--- config.mk ---
export PLATFORM = sky130hd
export DESIGN_NAME = rgbb_lane
export DESIGN_NICKNAME = d
export VERILOG_FILES = /design/src/sv/rgbb_pkg.sv /design/src/sv/rgbb_lane.sv
export SDC_FILE = /design/constraint.sdc
export NUM_CORES = 1
export LEC_CHECK = 0
export ABC_CLOCK_PERIOD_IN_PS = 6300
export BUFFER_PORTS_ARGS = -buffer_cell sky130_fd_sc_hd__buf_2
export CORE_MARGIN = 5
export CORE_UTILIZATION = 30
export DETAILED_ROUTE_END_ITERATION = 6
export PLACE_DENSITY_LB_ADDON = 0.08
export SYNTH_ARGS = -nofsm -noshare
export SYNTH_HDL_FRONTEND = slang
export SYNTH_SLANG_ARGS = --single-unit
--- constraint.sdc ---
create_clock -name clk -period 6.3 [get_ports clk]
set_input_delay 0.315 -clock clk [delete_from_list [all_inputs] [get_ports clk]]
set_output_delay 0.315 -clock clk [all_outputs]
set_load 0.02 [all_outputs]
--- src/sv/rgbb_pkg.sv ---
// Shared types and constants for the RGB 3x3 box blur.
package rgbb_pkg;

	localparam int PIX_W     = 8;
	localparam int ROW_W     = 16;
	localparam int COL_W     = 12;
	localparam int CFG_W     = 16;
	localparam int CFG_IDX_W = 2;
	localparam int IMGW_W    = 13;
	localparam int SUM_W     = 12;
	localparam int RECIP_W   = 13;
	localparam int RECIP_SH  = 16;
	localparam int TAPS      = 9;

	localparam logic [CFG_IDX_W-1:0] REG_IMAGE_WIDTH  = 2'd0;
	localparam logic [CFG_IDX_W-1:0] REG_IMAGE_HEIGHT = 2'd1;

	localparam int WIDTH_RESET  = 640;
	localparam int HEIGHT_RESET = 480;

	// ceil(2^16 / 9); exact floor(x / 9) for x below 2300
	localparam logic [RECIP_W-1:0] RECIP_9 = 13'd7282;
	localparam logic [SUM_W-1:0]   ROUND_4 = 12'd4;

	typedef struct packed {
		logic [PIX_W-1:0] r;
		logic [PIX_W-1:0] g;
		logic [PIX_W-1:0] b;
	} rgb_t;

	typedef logic [TAPS-1:0][PIX_W-1:0] taps_t;

endpackage

--- src/sv/rgbb_lane.sv ---
// One color channel: 3x3 sum with rounding bias, then divide by nine.
module rgbb_lane (
	input  logic                         clk,
	input  logic                         en_s2,
	input  logic                         en_s3,
	input  rgbb_pkg::taps_t              taps,
	output logic [rgbb_pkg::PIX_W-1:0]   mean_s3
);
	import rgbb_pkg::*;

	logic [SUM_W-1:0]           col0, col1, col2;
	logic [SUM_W-1:0]           sum_s2;
	logic [SUM_W+RECIP_W-1:0]   prod;

	always_comb begin
		col0 = SUM_W'(taps[0]) + SUM_W'(taps[1]) + SUM_W'(taps[2]);
		col1 = SUM_W'(taps[3]) + SUM_W'(taps[4]) + SUM_W'(taps[5]);
		col2 = SUM_W'(taps[6]) + SUM_W'(taps[7]) + SUM_W'(taps[8]);
	end

	assign prod = (SUM_W+RECIP_W)'(sum_s2) * (SUM_W+RECIP_W)'(RECIP_9);

	always_ff @(posedge clk) begin
		if (en_s2) begin
			sum_s2 <= col0 + col1 + col2 + ROUND_4;
		end
	end

	always_ff @(posedge clk) begin
		if (en_s3) begin
			mean_s3 <= prod[RECIP_SH +: PIX_W];
		end
	end

endmodule

==> impl_results.md, run 1 <==
* RSZ-0062 raised after global routing: false
* Die area at about 17000 µm²
* Setup-failing EPs final at 0
* Post-synthesis sequential area ratio at between 10% and 20%
* Post-route ant nets at 0
* Syn avg cell area at around 11 µm²
* Most used cell, CP: inv_1
* Type of the worst setup path: flop to flop
* Main synth FF type: edfxtp_1
* CTS tree: yes
* NumNets Final at ~720
* DRC Markers at 0
* Worst Path Required at 6.30 ns
* CTS H-tree depth at 1
* Synth top area share at 39.1%
* CTS Hold Bufs at 0
* Die Height at around 130 µm
* Row Count at 43
* RePlAce Congestion at around 0.83
* Most frequent cells after synthesis: inv_1 (128), fa_1 (84), ha_1 (80)
* Share of cells above drive strength 1 at 19.6%
* Initial antenna violation count at 0
* P&R area growth vs syn at 17.2%
* Clock Tree Buf Depth at 2
* GRT Total Usage at under 10%
* Reg-to-Reg Start: sum_s2[3]
* EDFF count, synth at 20
* Top cell family by delay on the critical path: adder cells
* First-pass GRT wire length at roughly 14000 µm
* Critical path launch point: sum_s2[3]
* FMAX at approximately 210 MHz
* Max-slew violation count at 0
* Synth Net Count at 628
* CTS Buf Count at 3
* Count leader, synth: inv_1
* Max Clock Skew at between 0.0015 and 0.002 ns
* Mapped Cells at ~400
* Seq cells post-synth at 20
* Total of max-cap violations at 0
* Largest net degree at the start of global routing at 13
* Buf/Inv on CP at 6
* CP startpoint kind: flop
* Pre-Repair DR Iteration Count at 4
* Post_cts resized at 0
* Die Span X at ~130 µm
* Clock Latency Late Sink at between 0.2 and 0.3 ns
* Final HPWL DP at around 7600 µm
* Starting Density at 30.8%
* Worst-path clk slew at roughly 0.060 ns
* Relative slew margins at between 70% and 80%
* Crit path arrival time at roughly 4.7 ns
* CP Capture Type: flop
* Synth area leaders: fa_1 (39%), ha_1 (23%), edfxtp_1 (14%)
* Initial DRC Count at 70
* Period utilization at about three quarters
* Slowest stage delay, CP at 0.55 ns
* Worst hold-check path type: input pin to flop
* Vias at between 2000 and 3000
* PortBufs at a little over 80
* Min-delay src: en_s3
* Max stage delay cell, worst path: fa_1
* Post-synthesis cell type count at 30
* Root Buffer: clkbuf_16
* Crit path max fanout at 3
* Dominant cell type by area after synthesis: fa_1
* Num Clock Sinks at 20
* Status: completed
* Gr ovfl total at 0
* Core area at around 14000 µm²
* Drt total wl at between 7000 and 8000 µm
* Final Hold Vio Count at 0
* Setup TNS at 0 ns
* ANT cells at 0
* Crit-path cells: inv_1, fa_1, inv_1, ha_1, inv_1, fa_1, inv_1, fa_1, inv_1, fa_1, inv_1, ha_1, o211ai_1, nor2_1, a221oi_2, o31a_2, o21bai_1, xor2_1
* DR WL/cell at between 10 and 15 µm
* Final Critical Period at between 4 and 5 ns
* Least-Margin Pin Slew at ~0.4 ns
* Synth Cell Area at between 4000 and 5000 µm²
* IO Count at just over 80
* Vias in the first global route at 3009
* Ys Warns at 0
* Vias per cell at between 4 and 5
* Ys async rst share at 0%
* Post-CTS Setup Repair Bufs at 0
-- through the flow --
step / area [µm²] / utilization [%] / instances / setup WS, ns / hold WS (ns)
finish: 5040 / 36.1 / 655 / 1.60 / 0.416
global route: 5040 / 36.1 / 655 / 1.27 / 0.426
CTS: 5040 / 36.1 / 655 / 1.51 / 0.419
detailed placement: 4930 / 35.4 / 651 / 1.53 / 0.688
global placement: 4930 / 35.4 / 651 / 1.59 / 0.679
floorplan: 4300 / - / 389 / 1.93 / 0.427
-- per-layer routing --
layer  vias up  routed length (µm)  GRT usage [%]
li1       1361                   -              -
met1      1351                3720           14.5
met2        34                3920           16.1
met3         5                 176          0.989
met5         -                   0              0
met4         0                  83           2.38
-- worst reg2reg max path, cell delays in order, from the launching register on --
cell      delay [ns]
edfxtp_1        0.34
inv_1           0.11
fa_1            0.55
inv_1           0.05
ha_1            0.31
inv_1           0.06
fa_1            0.50
inv_1           0.05
fa_1            0.50
inv_1           0.05
fa_1            0.52
inv_1           0.04
ha_1            0.31
o211ai_1        0.11
nor2_1          0.07
a221oi_2        0.39
o31a_2          0.25
o21bai_1        0.08
xor2_1          0.15
-- logic make-up (layout without fill, tap and decap cells) --
| family | Yosys count | after routing | share of synthesized area (%) |
|---|---|---|---|
| fa+ha+maj | 164 | 164 | 62.5 |
| xor+xnor | 20 | 20 | 4.08 |
| simple gates | 24 | 24 | 2.59 |
| compound gates | 32 | 32 | 5.45 |
| flops | 20 | 20 | 14.0 |
| buf+inv | 128 | 214 | 11.2 |
| mux | 1 | 1 | 0.262 |
-- path summary, 6_finish.rpt --
path                end  slack [ns]  cells after the start
max          mean_s3[6]        1.60                     18
min reg2reg  mean_s3[7]        1.19                      3
max reg2reg  mean_s3[6]        1.60                     18
min          mean_s3[5]        0.42                      1
-- flip-flops by register name, indices dropped and copies added, names as in the netlist --
| signal | count |
|---|---|
| mean_s3 | 8 |
| sum_s2 | 12 |
-- area by class of cell --
class / count / area (µm²)
Multi-Input combinational cell: 241 / 3210
Clock buffer: 3 / 75.1
Fill cell: 1410 / 8900
Sequential cell: 20 / 601
Clock inverter: 1 / 30.0
Inverter: 128 / 480
Tap cell: 180 / 225
Timing Repair Buffer: 82 / 410
-- placed cells by master, fill, tap and decap left out, types with 2 or more instances in the layout --
cell / n
inv_1: 128
fa_1: 84
buf_2: 82
ha_1: 80
edfxtp_1: 20
xnor2_1: 13
a21oi_1: 9
nor2_1: 7
xor2_1: 7
nand2_1: 7
o21ai_0: 3
a21o_1: 3
o21a_1: 3
clkbuf_16: 3
nor2b_1: 2
nor3_1: 2
o21ai_1: 2
nand4_1: 2
nand3_1: 2
o2bb2ai_1: 2
o21bai_1: 2
Power of run 1 is not shown: default switching activity piles up to over one toggle a cycle in this logic, so the estimate is an artifact.
==> run 2, diff against run 1 <==
- ABC_AREA: unset -> 1
- ABC_CLOCK_PERIOD_IN_PS: 6300 -> 4300
- clock period: 6.3 -> 4.3 ns (I/O delays scaled with it)
==> run 2 against run 1 <==
Via count is 28% higher. Non-clock buffer count increased by 20. Clock-buffer cell count unchanged. First-iteration DRC count is 36% higher. Register-to-register slack worse by 1.4 ns. Wire length increased by 24%. Fmax is 14% higher. Critical path depth stayed put. Synthesized cell count is 31% higher. Final area grew 16%. Sequential cell count is the same. Worst setup slack worse by 1.4 ns.
==> impl_results.md, run 2 <==
* Status: completed
* RePlAce Congestion at 0.903 (+8.8%)
* ANT cells at 0 (unchanged)
* CTS tree: yes
* Syn avg cell area at 9.27 µm² (-16%)
* NumNets Final at 857 (+20%)
* Starting Density at 30.2% (-0.67 points)
* Least-Margin Pin Slew at 0.366 ns (-0.0305 ns)
* Largest net degree at the start of global routing at 13 (unchanged)
* GRT Total Usage at 11.0% (+1.0 points)
* Vias per cell at 4.23 (+0.75%)
* Synth top area share at 35.5% (-3.7 points)
* CP Capture Type: flop
* Main synth FF type: edfxtp_1
* Crit path arrival time at 4.14 ns (-0.57 ns)
* Num Clock Sinks at 20 (unchanged)
* P&R area growth vs syn at 23.8%
* Fin util at 37.3% (+1.2 points)
* Synth area leaders: fa_1 (35%), ha_1 (21%), edfxtp_1 (13%)
* Pre-Repair DR Iteration Count at 4 (unchanged)
* Initial antenna violation count at 0 (unchanged)
* Synth Cell Area at 4740 µm² (+10%)
* Post-route ant nets at 0 (unchanged)
* Share of cells above drive strength 1 at 24.8% (+5.2 points)
* Count leader, synth: inv_1
* Type of the worst setup path: flop to flop
* Worst-path clk slew at 0.06 ns (about the same)
* Min-delay src: en_s3
* CTS Hold Bufs at 0 (unchanged)
* Commonest non-fill, non-tap cell in the layout: inv_1
* Slowest stage delay, CP at 0.56 ns (about the same)
* Initial DRC Count at 95 (+36%)
* Filler cells at 1631 (+16%)
* Gr ovfl total at 0 (unchanged)
* Setup-failing EPs final at 0 (unchanged)
* Clock Latency Late Sink at 0.26 ns (about the same)
* Most frequent cells after synthesis: inv_1 (147), fa_1 (84), ha_1 (80)
* Mapped Cells at 511 (+31%)
* Die Span X at 136 µm (+4.6%)
* CP startpoint kind: flop
* Vias in the first global route at 3589 (+19%)
* Post-synthesis sequential area ratio at 12.7% (-1.3 points)
* Max Clock Skew at 0.00160 ns (-0.0000172 ns)
* Crit-path cells: inv_2, fa_1, inv_2, ha_4, inv_1, fa_1, inv_1, fa_1, inv_2, fa_1, inv_2, ha_4, a21oi_4, o21ai_2, a21boi_1, buf_4, nand3_1, nand2_1
* FF+latch area at 601 µm² (unchanged)
* Biggest registers after layout: sum_s2: 12 flops, mean_s3: 8 flops
* Critical path launch point: sum_s2[1]
* Relative slew margins at 75.6% (+2.0 points)
* Synth Net Count at 750 (+19%)
* Row Count at 46 (+7.0%)
* Final Hold Vio Count at 0 (unchanged)
* DR WL/cell at 11.7 µm (-2.7%)
* EDFF count, synth at 20 (unchanged)
* Worst Path Required at 4.32 ns (-1.98 ns)
* PortBufs at 82 (unchanged)
* Ys Warns at 0 (unchanged)
* DRC Markers at 0 (unchanged)
* Final HPWL DP at 9150 µm (+20%)
* FMAX at 242 MHz (+14%)
* Area taken by multi-input logic gates at 3780 µm² (+18%)
* Max stage delay cell, worst path: fa_1
* CTS Buf Count at 3 (unchanged)
* Drt total wl at 9770 µm (+24%)
* Most frequent cells in the layout: inv_1 (142), fa_1 (84), buf_2 (82), ha_1 (68), nand2_1 (66)
* Core area at 15700 µm² (+13%)
* Root Buffer: clkbuf_16
* Dominant cell type by area after synthesis: fa_1
* Final Critical Period at 4.12 ns (-0.578 ns)
* First-pass GRT wire length at 16600 µm (+22%)
* Max reg flops at 12 (unchanged)
* Max-slew violation count at 0 (unchanged)
* Largest register by flop count: sum_s2
* CTS H-tree depth at 1 (unchanged)
* Vias at 3525 (+28%)
* Die Height at 136 µm (+4.6%)
* Period utilization at 95.9% (+21 points)
* IO Count at 83 (unchanged)
* Worst hold-check path type: input pin to flop
* R2R depth at 18 (unchanged)
* Reg-to-Reg Start: sum_s2[1]
* Die area at 18400 µm² (+9.5%)
* Post-synthesis cell type count at 28 (-6.7%)
* Ys async rst share at 0% (unchanged)
* Total of max-cap violations at 0 (unchanged)
* Clock Tree Buf Depth at 2 (unchanged)
* Seq cells post-synth at 20 (unchanged)
* Crit path max fanout at 3 (unchanged)
* WHS Path Cells at 1 (unchanged)
==> run 2: cell types whose count changed after synthesis, moves of 5 or more <==
cell     before  now
nand2_1       7   73
nand3_1       2   16
nor2_1        7   18
inv_1       128  147
xnor2_1      13    4
a21oi_1       9   21
inv_2         0    5
==> run 2: metrics by stage <==
stage / hold slack [ns] / setup slack, ns / cell area [µm²] / cells / setup TNS [ns]
final: 0.314 / 0.176 / 5870 / 833 / 0
after global routing: 0.320 / -0.000282 / 5870 / 833 / -0.000282
after CTS: 0.314 / 0.0158 / 5660 / 830 / 0
after detailed placement: 0.585 / -0.0727 / 5540 / 825 / -0.287
after global placement: 0.581 / 0.00555 / 5540 / 825 / 0
after floorplan: 0.327 / 0.132 / 4740 / 511 / 0
==> run 2: cell type report <==
class / instances / share of cell area, %
clock buffers: 3 / 1.28
clock inverters: 1 / 0.0640
inverters: 152 / 9.73
multi-input cells: 339 / 64.5
flip-flops and latches: 20 / 10.2
well taps: 216 / 4.61
repair buffers: 102 / 9.56
==> run 2: layer usage <==
metal,vias up,part of all wire [%],track usage [%]
li1,1775,-,-
met1,1709,49,16.3
met2,39,48,17.9
met3,2,2.2,1.08
met4,0,0.48,1.34
met5,-,0,0
==> run 2: critical path, delay by kind of cell (launching register included) <==
kind,cells,cell delay [ns]
flops,1,0.38
simple gates,2,0.12
buf+inv,7,0.45
fa+ha+maj,6,2.61
compound gates,3,0.33
==> run 2: worst paths after layout <==
kind	slack, ns	endpoint
max	0.18	mean_s3[4]
min	0.31	mean_s3[6]
max reg2reg	0.18	mean_s3[4]
min reg2reg	1.12	mean_s3[7]
==> run 2: logic make-up (layout without fill, tap and decap cells) <==
kind of cell,Yosys count,after routing,share of synthesized area [%]
fa+ha+maj,164,164,56.6
simple gates,118,118,10.8
flops,20,20,12.7
xor+xnor,13,13,2.40
buf+inv,152,258,12.0
compound gates,44,44,5.49
==> run 2: what timing repair did <==
item,in CTS,in global routing
resized for setup,8,36
hold endpoints to repair,0,0
buffers inserted,1,3
pin swaps,3,10
cloned,0,0
setup endpoints to repair,5,8
Power of run 2 is left out for the same reason.
==> run 3, diff against run 2 <==
- RECOVER_POWER: unset -> 100
==> run 3 against run 2 <==
Register-to-register slack barely moved. Critical path type unchanged. Global-route usage did not move. Die area did not move. Wire length rose by 0.29%. Cell count unchanged. Hold slack better by 0.096 ns. Fmax is 0.17% lower. Clock skew is essentially flat.
==> impl_results.md, run 3 (same netlist as run 2, synthesis figures left out) <==
* PortBufs at 82 (unchanged)
* Vias per cell at 4.24 (+0.26%)
* Relative slew margins at 50.3% (-25 points)
* Filler cells at 1635 (+0.25%)
* Initial antenna violation count at 0 (unchanged)
* R2R depth at 19 (+1)
* Num Clock Sinks at 20 (unchanged)
* Largest register by flop count: sum_s2
* Worst setup path endpoint: mean_s3[5]
* FF+latch area at 601 µm² (unchanged)
* RR Endpoint: mean_s3[5]
* Buf/Inv on CP at 7 (unchanged)
* Core area at 15700 µm² (unchanged)
* Max reg flops at 12 (unchanged)
* GRT Total Usage at 11.0% (unchanged)
* Commonest non-fill, non-tap cell in the layout: inv_1
* Final Critical Period at 4.13 ns (+0.00707 ns)
* Max Clock Skew at 0.00185 ns (+0.000246 ns)
* Worst-path clk slew at 0.06 ns (about the same)
* Crit path max fanout at 3 (unchanged)
* RePlAce Congestion at 0.903 (unchanged)
* WHS at 0.410 ns (+0.0962 ns)
* NumNets Final at 857 (unchanged)
* Least-Margin Pin Slew at 0.745 ns (+0.379 ns)
* Die Span X at 136 µm (unchanged)
* Clock Tree Buf Depth at 2 (unchanged)
* Status: completed
* First-pass GRT wire length at 16600 µm (unchanged)
* Final setup margin at 0.169 ns (-0.00707 ns)
* Share of cells above drive strength 1 at 22.7% (-2.1 points)
* CTS H-tree depth at 1 (unchanged)
* Most frequent cells in the layout: inv_1 (142), fa_1 (84), buf_2 (71), ha_1 (68), nand2_1 (66)
* Clock Latency Late Sink at 0.26 ns (about the same)
* FMAX at 242 MHz (-0.17%)
* Type of the worst setup path: flop to flop
* DR WL/cell at 11.8 µm (+0.29%)
* Levels on crit path at 19 (+1)
* P&R area growth vs syn at 23.3%
* Vias in the first global route at 3589 (unchanged)
* Crit-path cells: inv_2, fa_1, inv_2, ha_4, inv_1, fa_1, inv_1, fa_1, inv_2, fa_1, inv_2, ha_4, nand2_4, nor2_2, inv_1, nor2_1, nand2_1, nand3_1, nand2_1
* Setup-failing EPs final at 0 (unchanged)
* CTS Buf Count at 3 (unchanged)
* ANT cells at 0 (unchanged)
* CTS tree: yes
* Period utilization at 96.1% (+0.16 points)
* Max-slew violation count at 0 (unchanged)
* Row Count at 46 (unchanged)
* Starting Density at 30.2% (unchanged)
* Largest net degree at the start of global routing at 13 (unchanged)
* CP startpoint kind: flop
* Initial DRC Count at 108 (+14%)
* Final Hold Vio Count at 0 (unchanged)
* Vias at 3534 (+0.26%)
* Post-route ant nets at 0 (unchanged)
* Top cell family by delay on the critical path: adder cells
* IO Count at 83 (unchanged)
* CP Capture Type: flop
* Die area at 18400 µm² (unchanged)
* Fin util at 37.2% (-0.14 points)
* Total of max-cap violations at 0 (unchanged)
* Setup slack, reg-to-reg at 0.17 ns (about the same)
* CTS Hold Bufs at 0 (unchanged)
* Critical path launch point: sum_s2[1]
* Slowest stage delay, CP at 0.56 ns (about the same)
* Pre-Repair DR Iteration Count at 4 (unchanged)
* Area taken by multi-input logic gates at 3780 µm² (-0.20%)
* Die Height at 136 µm (unchanged)
* Reg-to-Reg Start: sum_s2[1]
* Crit path arrival time at 4.14 ns (about the same)
* Max stage delay cell, worst path: fa_1
* Worst Path Required at 4.31 ns (about the same)
* Gr ovfl total at 0 (unchanged)
* Root Buffer: clkbuf_16
* Post-place setup slack at -0.0727 ns (unchanged)
* Biggest registers after layout: sum_s2: 12 flops, mean_s3: 8 flops
* Final HPWL DP at 9150 µm (unchanged)
* Drt total wl at 9790 µm (+0.29%)
* DRC Markers at 0 (unchanged)
* Worst hold-check path type: input pin to flop
==> run 3: layout make-up <==
class / instances / area share, %
clock buffer: 3 / 1.28
tap: 216 / 4.62
timing repair buffer: 102 / 9.36
multi-input combinational: 339 / 64.6
inverter: 152 / 9.76
clock inverter: 1 / 0.0642
sequential: 20 / 10.3
==> run 3: timing repair <==
| item | CTS | global route |
|---|---|---|
| pin swaps | 3 | 10 |
| gates resized for setup | 8 | 36 |
| setup buffers | 1 | 3 |
| setup endpoints to repair | 5 | 8 |
==> run 3: through the flow <==
stage / setup TNS (ns) / cells / instance area, µm²
4_1_cts: 0 / 830 / 5660
3_3_place_gp: 0 / 825 / 5540
5_1_grt: -0.000282 / 833 / 5840
3_5_place_dp: -0.287 / 825 / 5540
6_report: 0 / 833 / 5840
2_1_floorplan: 0 / 511 / 4740
==> run 3: layer usage <==
layer | part of all wire, % | wire, µm | track usage (%)
met4 | 0.48 | 47 | 1.34
met3 | 2.4 | 236 | 1.08
met5 | 0 | 0 | 0
met2 | 48 | 4710 | 17.9
met1 | 49 | 4810 | 16.3
==> run 3: worst min path at each step <==
stage / slack (ns) / cells after the start / startpoint / endpoint
2_1_floorplan: 0.33 / 0 / en_s3 / mean_s3[0]
3_3_place_gp: 0.58 / 1 / en_s3 / mean_s3[6]
3_5_place_dp: 0.59 / 1 / en_s3 / mean_s3[5]
4_1_cts: 0.31 / 1 / en_s3 / mean_s3[5]
5_1_grt: 0.44 / 1 / en_s3 / mean_s3[6]
6_report: 0.41 / 1 / en_s3 / mean_s3[2]
Power of run 3 is left out for the same reason.
